[config.mk]
export PLATFORM = sky130hd
export DESIGN_NAME = glyph_cell_alpha_blit_flat
export DESIGN_NICKNAME = d
export VERILOG_FILES = /design/src/rtl/gcab_pkg.sv /design/src/rtl/gcab_in_if.sv /design/src/rtl/gcab_out_if.sv /design/src/rtl/glyph_cell_alpha_blit.sv /design/src/rtl/gcab_cfg_regs.sv /design/src/rtl/gcab_walker.sv /design/src/rtl/gcab_blend.sv /design/src/flat_wrapper.sv
export SDC_FILE = /design/constraint.sdc
export NUM_CORES = 1
export LEC_CHECK = 0
export BUFFER_PORTS_ARGS = -buffer_cell sky130_fd_sc_hd__buf_2
export CAP_MARGIN = 20
export CORE_MARGIN = 4
export CORE_UTILIZATION = 39
export DETAILED_ROUTE_END_ITERATION = 8
export GPL_TIMING_DRIVEN = 0
export PLACE_DENSITY_LB_ADDON = 0.15
export SKIP_CTS_REPAIR_TIMING = 1
export SLEW_MARGIN = 20
export SYNTH_ARGS = -nofsm -noshare
export SYNTH_HDL_FRONTEND = slang
export SYNTH_HIERARCHICAL = 1
export SYNTH_SLANG_ARGS = --single-unit
[constraint.sdc]
create_clock -name clk -period 11.1 [get_ports clk]
set_input_delay 1.665 -clock clk [delete_from_list [all_inputs] [get_ports clk]]
set_output_delay 1.665 -clock clk [all_outputs]
set_load 0.01 [all_outputs]
[src/rtl/gcab_pkg.sv]
`default_nettype none
// ----------------------------------------------------------------------------
// gcab_pkg: shared types for the glyph cell alpha blitter
// Configuration register indexes, register bank and pipeline stage types.
// ----------------------------------------------------------------------------
package gcab_pkg;

  localparam int unsigned CFG_IDX_W  = 4;
  localparam int unsigned CFG_DATA_W = 24;
  localparam int unsigned DIM_W      = 9;
  localparam int unsigned COORD_W    = 12;
  localparam int unsigned LEVEL_W    = 8;
  localparam int unsigned COLOR_W    = 24;

  typedef enum logic [CFG_IDX_W-1:0] {
    REG_FG_COLOR    = 4'd0,
    REG_BG_COLOR    = 4'd1,
    REG_GLYPH_LEFT  = 4'd2,
    REG_GLYPH_TOP   = 4'd3,
    REG_GLYPH_WIDTH = 4'd4,
    REG_GLYPH_ROWS  = 4'd5,
    REG_CELL_WIDTH  = 4'd6,
    REG_CELL_HEIGHT = 4'd7
  } cfg_idx_t;

  // Dimensions are held already saturated to the glyph size limit.
  typedef struct packed {
    logic [COLOR_W-1:0]      fg;
    logic [COLOR_W-1:0]      bg;
    logic signed [DIM_W-1:0] left;
    logic signed [DIM_W-1:0] top;
    logic [DIM_W-1:0]        glyph_w;
    logic [DIM_W-1:0]        glyph_h;
    logic [DIM_W-1:0]        cell_w;
    logic [DIM_W-1:0]        cell_h;
  } cfg_t;

  // One accepted coverage byte with its bitmap position.
  typedef struct packed {
    logic [LEVEL_W-1:0] coverage;
    logic [COORD_W-1:0] origin_x;
    logic [COORD_W-1:0] origin_y;
    logic [DIM_W-1:0]   col;
    logic [DIM_W-1:0]   row;
    logic               in_bitmap;
  } stage_t;

endpackage
`default_nettype wire

[src/rtl/gcab_in_if.sv]
`default_nettype none
// ----------------------------------------------------------------------------
// gcab_in_if: coverage byte request channel
// Valid/ready channel carrying one bitmap byte and the cell origin.
// ----------------------------------------------------------------------------
interface gcab_in_if;
  logic        valid;
  logic        ready;
  logic [7:0]  coverage;
  logic [11:0] origin_x;
  logic [11:0] origin_y;

  modport source (output valid, output coverage, output origin_x, output origin_y,
                  input ready);
  modport sink   (input valid, input coverage, input origin_x, input origin_y,
                  output ready);
endinterface
`default_nettype wire

[src/rtl/gcab_out_if.sv]
`default_nettype none
// ----------------------------------------------------------------------------
// gcab_out_if: blended pixel request channel
// Valid/ready channel carrying a screen coordinate and an RGB color.
// ----------------------------------------------------------------------------
interface gcab_out_if;
  logic        valid;
  logic        ready;
  logic [11:0] pixel_x;
  logic [11:0] pixel_y;
  logic [7:0]  red;
  logic [7:0]  green;
  logic [7:0]  blue;

  modport source (output valid, output pixel_x, output pixel_y, output red,
                  output green, output blue, input ready);
  modport sink   (input valid, input pixel_x, input pixel_y, input red,
                  input green, input blue, output ready);
endinterface
`default_nettype wire

[src/rtl/glyph_cell_alpha_blit.sv]
`default_nettype none
// ----------------------------------------------------------------------------
// glyph_cell_alpha_blit: antialiased glyph blitter for one character cell
// Streams coverage bytes in row order and emits clipped, blended pixels.
// ----------------------------------------------------------------------------
// Usage:
//   in_px  : one coverage byte per request with the cell's screen origin,
//            bitmap bytes in row order. Column/row counters wrap after
//            glyph_width bytes and glyph_rows rows.
//   out_px : zero or one pixel per input request; bytes outside the bitmap
//            or outside the cell are dropped but still advance the counters.
//   cfg_*  : write-only registers by index (fg, bg, left, top, glyph width,
//            glyph rows, cell width, cell height). Write only while idle.
// Pipeline: out_px.valid is driven by the result register, which is loaded
//   from the input register that the input accept fills; one request per
//   cycle sustained while out_px.ready is high.
// Reset: counters zeroed, fg white, bg black, all geometry zero, so nothing
//   is emitted until the dimensions are programmed.
// Stall: a held output keeps its result register; the input register still
//   frees up while the output is empty, and in_px.ready drops only when both
//   stages are full.
// ----------------------------------------------------------------------------
module glyph_cell_alpha_blit
  import gcab_pkg::*;
#(
  parameter int MAX_GLYPH_DIM = 256
) (
  input  wire logic                  clk,
  input  wire logic                  rst_n,
  gcab_in_if.sink                    in_px,
  gcab_out_if.source                 out_px,
  input  wire logic                  cfg_we,
  input  wire logic [CFG_IDX_W-1:0]  cfg_idx,
  input  wire logic [CFG_DATA_W-1:0] cfg_wdata
);

  cfg_t   cfg;
  logic   stg_valid;
  stage_t stg;
  logic   stg_ready;

  // register bank, dimensions saturated at write
  gcab_cfg_regs #(
    .MaxDim (MAX_GLYPH_DIM)
  ) u_cfg (
    .clk       (clk),
    .rst_n     (rst_n),
    .cfg_we    (cfg_we),
    .cfg_idx   (cfg_idx),
    .cfg_wdata (cfg_wdata),
    .cfg       (cfg)
  );

  // position counters + input register
  gcab_walker u_walk (
    .clk       (clk),
    .rst_n     (rst_n),
    .cfg       (cfg),
    .in_req    (in_px),
    .stg_valid (stg_valid),
    .stg       (stg),
    .stg_ready (stg_ready)
  );

  // clip, coordinate, blend into result register
  gcab_blend u_blend (
    .clk       (clk),
    .rst_n     (rst_n),
    .cfg       (cfg),
    .stg_valid (stg_valid),
    .stg       (stg),
    .stg_ready (stg_ready),
    .out_px    (out_px)
  );

endmodule
`default_nettype wire

[src/rtl/gcab_cfg_regs.sv]
`default_nettype none
// ----------------------------------------------------------------------------
// gcab_cfg_regs: configuration register bank
// Write-only registers; dimensions are saturated to the limit on write.
// ----------------------------------------------------------------------------
module gcab_cfg_regs
  import gcab_pkg::*;
#(
  parameter int MaxDim = 256
) (
  input  wire logic                  clk,
  input  wire logic                  rst_n,
  input  wire logic                  cfg_we,
  input  wire logic [CFG_IDX_W-1:0]  cfg_idx,
  input  wire logic [CFG_DATA_W-1:0] cfg_wdata,
  output cfg_t                       cfg
);

  cfg_t             cfg_r;
  cfg_t             cfg_nxt;
  logic [DIM_W-1:0] v9;
  logic [DIM_W-1:0] dim_sat;

  assign v9      = cfg_wdata[DIM_W-1:0];
  assign dim_sat = (int'(v9) > MaxDim) ? DIM_W'(MaxDim) : v9;

  always_comb begin
    cfg_nxt = cfg_r;
    if (cfg_we) begin
      case (cfg_idx_t'(cfg_idx))
        REG_FG_COLOR:    cfg_nxt.fg      = cfg_wdata[COLOR_W-1:0];
        REG_BG_COLOR:    cfg_nxt.bg      = cfg_wdata[COLOR_W-1:0];
        REG_GLYPH_LEFT:  cfg_nxt.left    = $signed(v9);
        REG_GLYPH_TOP:   cfg_nxt.top     = $signed(v9);
        REG_GLYPH_WIDTH: cfg_nxt.glyph_w = dim_sat;
        REG_GLYPH_ROWS:  cfg_nxt.glyph_h = dim_sat;
        REG_CELL_WIDTH:  cfg_nxt.cell_w  = dim_sat;
        REG_CELL_HEIGHT: cfg_nxt.cell_h  = dim_sat;
        default:         cfg_nxt = cfg_r;
      endcase
    end
  end

  always_ff @(posedge clk) begin
    if (!rst_n) begin
      // fg is the top field: white foreground, everything else zero
      cfg_r <= {{COLOR_W{1'b1}}, {($bits(cfg_t) - COLOR_W){1'b0}}};
    end else begin
      cfg_r <= cfg_nxt;
    end
  end

  assign cfg = cfg_r;

endmodule
`default_nettype wire

[src/rtl/gcab_walker.sv]
`default_nettype none
// ----------------------------------------------------------------------------
// gcab_walker: bitmap position counters and input register
// Tags each accepted byte with its column/row and advances the counters.
// ----------------------------------------------------------------------------
module gcab_walker
  import gcab_pkg::*;
(
  input  wire logic  clk,
  input  wire logic  rst_n,
  input  cfg_t       cfg,
  gcab_in_if.sink    in_req,
  output logic       stg_valid,
  output stage_t     stg,
  input  wire logic  stg_ready
);

  logic             stg_v_r;
  stage_t           stg_r;
  logic [DIM_W-1:0] col_r, col_nxt;
  logic [DIM_W-1:0] row_r, row_nxt;
  logic             accept;
  logic [DIM_W:0]   col_inc;
  logic [DIM_W:0]   row_inc;

  assign in_req.ready = !stg_v_r || stg_ready;
  assign accept       = in_req.valid && in_req.ready;

  assign col_inc = {1'b0, col_r} + 1'b1;
  assign row_inc = {1'b0, row_r} + 1'b1;

  always_comb begin
    col_nxt = col_r;
    row_nxt = row_r;
    if (accept) begin
      if (cfg.glyph_w == '0 || cfg.glyph_h == '0) begin
        col_nxt = '0;
        row_nxt = '0;
      end else if (col_inc >= {1'b0, cfg.glyph_w}) begin
        col_nxt = '0;
        row_nxt = (row_inc >= {1'b0, cfg.glyph_h}) ? '0 : row_inc[DIM_W-1:0];
      end else begin
        col_nxt = col_inc[DIM_W-1:0];
        if (row_r >= cfg.glyph_h) begin
          row_nxt = '0;
        end
      end
    end
  end

  always_ff @(posedge clk) begin
    if (!rst_n) begin
      col_r   <= '0;
      row_r   <= '0;
      stg_v_r <= 1'b0;
    end else begin
      col_r <= col_nxt;
      row_r <= row_nxt;
      if (in_req.ready) begin
        stg_v_r <= in_req.valid;
      end
    end
  end

  always_ff @(posedge clk) begin
    if (accept) begin
      stg_r.coverage  <= in_req.coverage;
      stg_r.origin_x  <= in_req.origin_x;
      stg_r.origin_y  <= in_req.origin_y;
      stg_r.col       <= col_r;
      stg_r.row       <= row_r;
      stg_r.in_bitmap <= (col_r < cfg.glyph_w) && (row_r < cfg.glyph_h);
    end
  end

  assign stg_valid = stg_v_r;
  assign stg       = stg_r;

endmodule
`default_nettype wire

[src/rtl/gcab_blend.sv]
`default_nettype none
// ----------------------------------------------------------------------------
// gcab_blend: cell clipping, screen coordinates and color blend
// Computes one pixel from the input register into the result register.
// ----------------------------------------------------------------------------
module gcab_blend
  import gcab_pkg::*;
(
  input  wire logic  clk,
  input  wire logic  rst_n,
  input  cfg_t       cfg,
  input  wire logic  stg_valid,
  input  stage_t     stg,
  output logic       stg_ready,
  gcab_out_if.source out_px
);

  // bg + floor(level * (fg - bg) / 256), low 8 bits
  function automatic logic [7:0] mix(input logic [7:0] level, input logic [7:0] f,
                                     input logic [7:0] b);
    logic signed [8:0]  d;
    logic signed [17:0] p;
    logic signed [17:0] q;
    d   = $signed({1'b0, f}) - $signed({1'b0, b});
    p   = $signed({1'b0, level}) * d;
    q   = p >>> 8;
    mix = b + q[7:0];
  endfunction

  logic signed [DIM_W+1:0] cx;
  logic signed [DIM_W+1:0] cy;
  logic                    in_cell;
  logic                    visible;
  logic                    out_v_r;
  logic [COORD_W-1:0]      px_r, py_r;
  logic [7:0]              red_r, green_r, blue_r;

  assign cx = $signed({{2{cfg.left[DIM_W-1]}}, cfg.left}) + $signed({2'b00, stg.col});
  assign cy = $signed({{2{cfg.top[DIM_W-1]}}, cfg.top}) + $signed({2'b00, stg.row});

  assign in_cell = !cx[DIM_W+1] && (cx[DIM_W:0] < {1'b0, cfg.cell_w}) &&
                   !cy[DIM_W+1] && (cy[DIM_W:0] < {1'b0, cfg.cell_h});
  assign visible = stg.in_bitmap && in_cell;

  assign stg_ready = !out_v_r || out_px.ready;

  always_ff @(posedge clk) begin
    if (!rst_n) begin
      out_v_r <= 1'b0;
    end else if (stg_ready) begin
      out_v_r <= stg_valid && visible;
    end
  end

  always_ff @(posedge clk) begin
    if (stg_ready && stg_valid) begin
      px_r    <= stg.origin_x + COORD_W'(cx);
      py_r    <= stg.origin_y + COORD_W'(cy);
      red_r   <= mix(stg.coverage, cfg.fg[23:16], cfg.bg[23:16]);
      green_r <= mix(stg.coverage, cfg.fg[15:8],  cfg.bg[15:8]);
      blue_r  <= mix(stg.coverage, cfg.fg[7:0],   cfg.bg[7:0]);
    end
  end

  assign out_px.valid   = out_v_r;
  assign out_px.pixel_x = px_r;
  assign out_px.pixel_y = py_r;
  assign out_px.red     = red_r;
  assign out_px.green   = green_r;
  assign out_px.blue    = blue_r;

endmodule
`default_nettype wire
[src/flat_wrapper.sv]
// flat-port wrapper written by rule: the top's interface ports become plain ports
module glyph_cell_alpha_blit_flat import gcab_pkg::*;
#(
  parameter int MAX_GLYPH_DIM = 256
)
  (clk, rst_n, cfg_we, cfg_idx, cfg_wdata, in_px_valid, in_px_coverage, in_px_origin_x, in_px_origin_y, in_px_ready, out_px_valid, out_px_pixel_x, out_px_pixel_y, out_px_red, out_px_green, out_px_blue, out_px_ready);
  gcab_in_if in_px_i ();
  gcab_out_if out_px_i ();
  input  wire logic clk;
  input  wire logic rst_n;
  input  wire logic cfg_we;
  input  wire logic [CFG_IDX_W-1:0] cfg_idx;
  input  wire logic [CFG_DATA_W-1:0] cfg_wdata;
  input wire logic [$bits(in_px_i.valid)-1:0] in_px_valid;
  input wire logic [$bits(in_px_i.coverage)-1:0] in_px_coverage;
  input wire logic [$bits(in_px_i.origin_x)-1:0] in_px_origin_x;
  input wire logic [$bits(in_px_i.origin_y)-1:0] in_px_origin_y;
  output wire logic [$bits(in_px_i.ready)-1:0] in_px_ready;
  output wire logic [$bits(out_px_i.valid)-1:0] out_px_valid;
  output wire logic [$bits(out_px_i.pixel_x)-1:0] out_px_pixel_x;
  output wire logic [$bits(out_px_i.pixel_y)-1:0] out_px_pixel_y;
  output wire logic [$bits(out_px_i.red)-1:0] out_px_red;
  output wire logic [$bits(out_px_i.green)-1:0] out_px_green;
  output wire logic [$bits(out_px_i.blue)-1:0] out_px_blue;
  input wire logic [$bits(out_px_i.ready)-1:0] out_px_ready;
  assign in_px_i.valid = in_px_valid;
  assign in_px_i.coverage = in_px_coverage;
  assign in_px_i.origin_x = in_px_origin_x;
  assign in_px_i.origin_y = in_px_origin_y;
  assign in_px_ready = in_px_i.ready;
  assign out_px_valid = out_px_i.valid;
  assign out_px_pixel_x = out_px_i.pixel_x;
  assign out_px_pixel_y = out_px_i.pixel_y;
  assign out_px_red = out_px_i.red;
  assign out_px_green = out_px_i.green;
  assign out_px_blue = out_px_i.blue;
  assign out_px_i.ready = out_px_ready;
  glyph_cell_alpha_blit #(.MAX_GLYPH_DIM(MAX_GLYPH_DIM)) u_core (.clk(clk), .rst_n(rst_n), .in_px(in_px_i), .out_px(out_px_i), .cfg_we(cfg_we), .cfg_idx(cfg_idx), .cfg_wdata(cfg_wdata));
endmodule
==> summary.md <==
The share of the synthesized area in the top cell type was 16.8%; the effective utilization at floorplan was 39.5%. The logs give 0 for the aggregate global routing overflow and 12800 um^2 for the area occupied by multi-input gates. The floorplan step set the die width to 231 um. In this run the static leakage power is 9.77 nW.

Final clock period utilization by the worst path: 76.4%. The number of enable flip-flop cells after synthesis works out to 99. The routed length per placed instance is 17.6 um, and the clock latency on the worst-skew pair is 590 ps. The logs give 39.0 mm for the total half-perimeter wirelength after legalization and detailed placement and 21.8% for the relative contribution of sequential cells to total power. The via density per instance is 5.06. The most numerous cell type found on the critical path is sky130_fd_sc_hd__fa_1. The largest single stage delay on the critical path is 810 ps. On the critical path, the stage with the largest delay is an instance of sky130_fd_sc_hd__nor3_1. The core occupancy in the finished layout is 44.4%, and the post-route minimum period is 8480 ps. The number of nets in the layout was 2574. The run finished with clean final reports. Of the total power, the clock network draws 19.2%. The analysis attributes to net switching a power of 2.00 mW.

The floorplan row count came out at 81. TritonCTS built the clock tree. The cell-internal power was 2.86 mW; the area taken by flip-flops and latches was 5420 um^2.

The part of the Yosys area used for sequential elements was 27.9%. Setup repair after global routing left no endpoint under its margin. At the worst endpoint, the arrival time is 8790 ps. The first global-routing pass estimated 79.6 mm of wire. In this run the worst hold path is classified as reg -> reg.

The final standard cell count with taps included and fillers excluded was 2799; the post-placement cell count was 2746. In this run the worst path has a maximum fanout of 8. In this run the power density over the cells is 223 nW/um^2. For this run, the leading register cell type out of synthesis is sky130_fd_sc_hd__dfxtp_1. The clock arrives with 34.7 ps of skew. The count of pins over their slew limit was 0; the total wirelength of the detailed-routed design was 49.2 mm. The logs give 2620 ps for the flop-to-flop setup slack and 14881 for the number of global-route vias before repair. The post-synthesis net count was 2429. The first TritonRoute pass finished after 5 iterations. The share of async-settable or async-resettable flops after synthesis came out at 0%.

The number of maximum-capacitance constraint violations is 0, and the worst path required time is 11400 ps. The die extent in y came out at 231 um. The initial antenna violation count was 2; the maximum clock rate was 118 MHz. For this run, the number of Yosys warnings is 6.

Clock-pin slew was measured on the worst setup and hold paths at 60 ps. For this design, the sink count on the clock tree is 221. The DRC violations left is 0, and the number of hold-slack violations in the final timing report is 0.

The synthesized cell area is 19400 um^2, and the combinational fraction of design power is 59.0%. Setup slack closes at 2620 ps. The run gives 667 as the detailed router's first-iteration violation count. In this run the clock root is driven by a sky130_fd_sc_hd__clkbuf_16. The logs give 20800 um^2 for the instance area after placement and 0 for the remaining antenna violation count after routing.

The synthesized design spends more area on one cell type than any other, namely sky130_fd_sc_hd__ha_1. The growth of design area from synthesis to finish works out to 12.4%. For this run, the total global-route usage over all layers was measured as 18.7%.

In this run the tool buffered the top-level ports with 114 buffer cells. The region available for standard cell placement spans 49100 um^2. TritonCTS buffer count: 28.

The worst setup path is captured at a flip-flop. Net switching is 41.2% of the power. The distinct cell type count after synthesis was 73.

The worst-margin pin slew was 1050 ps. Synthesis handed over a netlist of 1967 instances. During I/O placement, the number of pins put on the boundary was 115. For the H-tree level count, the log shows 1.

Sorting the synthesized cells by area gives the leading types as sky130_fd_sc_hd__ha_1 (17%), sky130_fd_sc_hd__edfxtp_1 (15%), sky130_fd_sc_hd__fa_1 (14%), sky130_fd_sc_hd__dfxtp_1 (13%), sky130_fd_sc_hd__mux2i_1 (5.3%). The mean instance size in the synthesized netlist came out at 9.86 um^2. Maximum vdd drop: 0.000167 V.

The worst slack at placement came out at 2650 ps. The die covers 53300 um^2. The longest clock path from root to sink contains 3 buffers. Routability-driven placement finished with a final weighted congestion of 0.860.

STA classifies the critical path startpoint as a flip-flop. Total negative setup slack: 0 ps. The layout has 4824 filler cells.

The critical path is of the reg -> reg type. Across all layers, the routed design uses 14172 vias. The pin count of the biggest net entering global routing is 61, and the count of final setup violators is 0. Measured against its own limit, the worst slew margin works out to 29.6%. Summing all non-filler instances in the final layout gives an area of 21800 um^2.

The synthesized design contains 221 register bits. Of the cells placed in the final design, the portion with a size suffix greater than 1 is 9.18%.
## cells by family (layout without fill, tap and decap cells)
kind of cell / count (synthesis) / in the layout / synth area share (%)
compound gates: 239 / 239 / 8.10
xor+xnor: 118 / 118 / 5.33
fa+ha+maj: 397 / 397 / 30.9
buf+inv: 288 / 455 / 5.85
flops: 221 / 221 / 27.9
mux: 102 / 102 / 5.27
other cells: 0 / 1 / 0
simple gates: 602 / 602 / 16.6
## final timing paths
path / startpoint / endpoint / cells past startpoint
worst min register to register: u_core/u_cfg/cfg[22] / u_core/u_cfg/cfg[22] / 2
worst min-delay path: u_core/u_cfg/cfg[22] / u_core/u_cfg/cfg[22] / 2
worst max-delay path: u_core/u_cfg/cfg[63] / u_core/u_blend/out_px.green[7] / 29
worst max register to register: u_core/u_cfg/cfg[63] / u_core/u_blend/out_px.green[7] / 29
## cells in the final DEF, fill, tap and decap left out, drive strengths merged, types with 43 or more instances in the layout
master and instances:
buf 129, xnor2 80, nor2 71, dfxtp 122, nand2 183, mux2i 102, fa 136, inv 238
nor2b 57, and2 90, o21ai 43, nand2b 58, ha 261, edfxtp 99, clkbuf 77, a21oi 73
## sequential cells by signal, indices dropped and copies added, names as in the netlist
register and count:
u_core/u_cfg/cfg 102, u_core/u_walk/stg 51, u_core/u_blend/out_px.pixel_x 12, u_core/u_blend/out_px.pixel_y 12, u_core/u_walk/col_r 9, u_core/u_walk/row_r 9, u_core/u_blend/out_px.blue 8, u_core/u_blend/out_px.green 8
u_core/u_blend/out_px.red 8, u_core/u_blend/out_px.valid 1, u_core/u_walk/stg_valid 1
## worst max-delay path, delay by kind of cell, from the launching register on
| kind | cells | cell delay, ps |
|---|---|---|
| flip-flops | 1 | 500 |
| AO/OA/AOI/OAI | 7 | 1180 |
| AND/OR/NAND/NOR | 6 | 2160 |
| buffers and inverters | 4 | 230 |
| XOR/XNOR | 4 | 640 |
| adder cells (fa/ha/maj) | 8 | 3480 |
## routing by layer
layer / wire (um) / track usage, % / share of wire (%) / up-vias
met5: 7 / 0 / 0.014 / -
met4: 1560 / 5.43 / 3.2 / 2
met3: 1670 / 2.16 / 3.4 / 77
met2: 24200 / 32.9 / 49 / 232
met1: 21800 / 24.2 / 44 / 6929
li1: - / - / - / 6932
## power groups by stage
stage	combinational [mW]	clock, mW	sequential (mW)
floorplan	2.12	0	1.10
global placement	2.82	0	1.08
detailed placement	2.87	0	1.08
CTS	2.91	0.962	1.06
global route	3.30	0.995	1.07
finish	2.87	0.931	1.06
## Yosys cell counts (all sizes together) (10+ instances only)
| master | n |
|---|---|
| and2 | 90 |
| xnor2 | 80 |
| xor2 | 38 |
| o21ai | 43 |
| nand4 | 10 |
| nor2b | 57 |
| nand2 | 183 |
| nor3b | 20 |
| nand3 | 17 |
| nand3b | 14 |
| edfxtp | 99 |
| clkbuf | 36 |
| nor2 | 71 |
| dfxtp | 122 |
| nand2b | 58 |
| buf | 14 |
| o21a | 19 |
| nor3 | 33 |
| and3 | 10 |
| inv | 237 |
| a21o | 27 |
| a21oi | 73 |
| fa | 136 |
| a211oi | 12 |
| mux2i | 102 |
| ha | 261 |
## final cells by class
type                    count  share of cell area (%)
well taps                 664                    3.81
flip-flops and latches    221                    24.9
repair buffers            115                    2.71
inverters                 238                    4.12
clock inverters            11                   0.517
multi-input cells        1458                    58.9
diodes                      1                  0.0115
plain buffers              50                    1.11
clock buffers              41                    3.91
## metrics by stage
step / power, mW / hold WS, ps
after floorplan: 3.22 / 435
after global placement: 3.90 / 446
after detailed placement: 3.95 / 452
after CTS: 4.93 / 461
after global routing: 5.36 / 476
final: 4.86 / 462
Power figures use the tool's default switching activity.
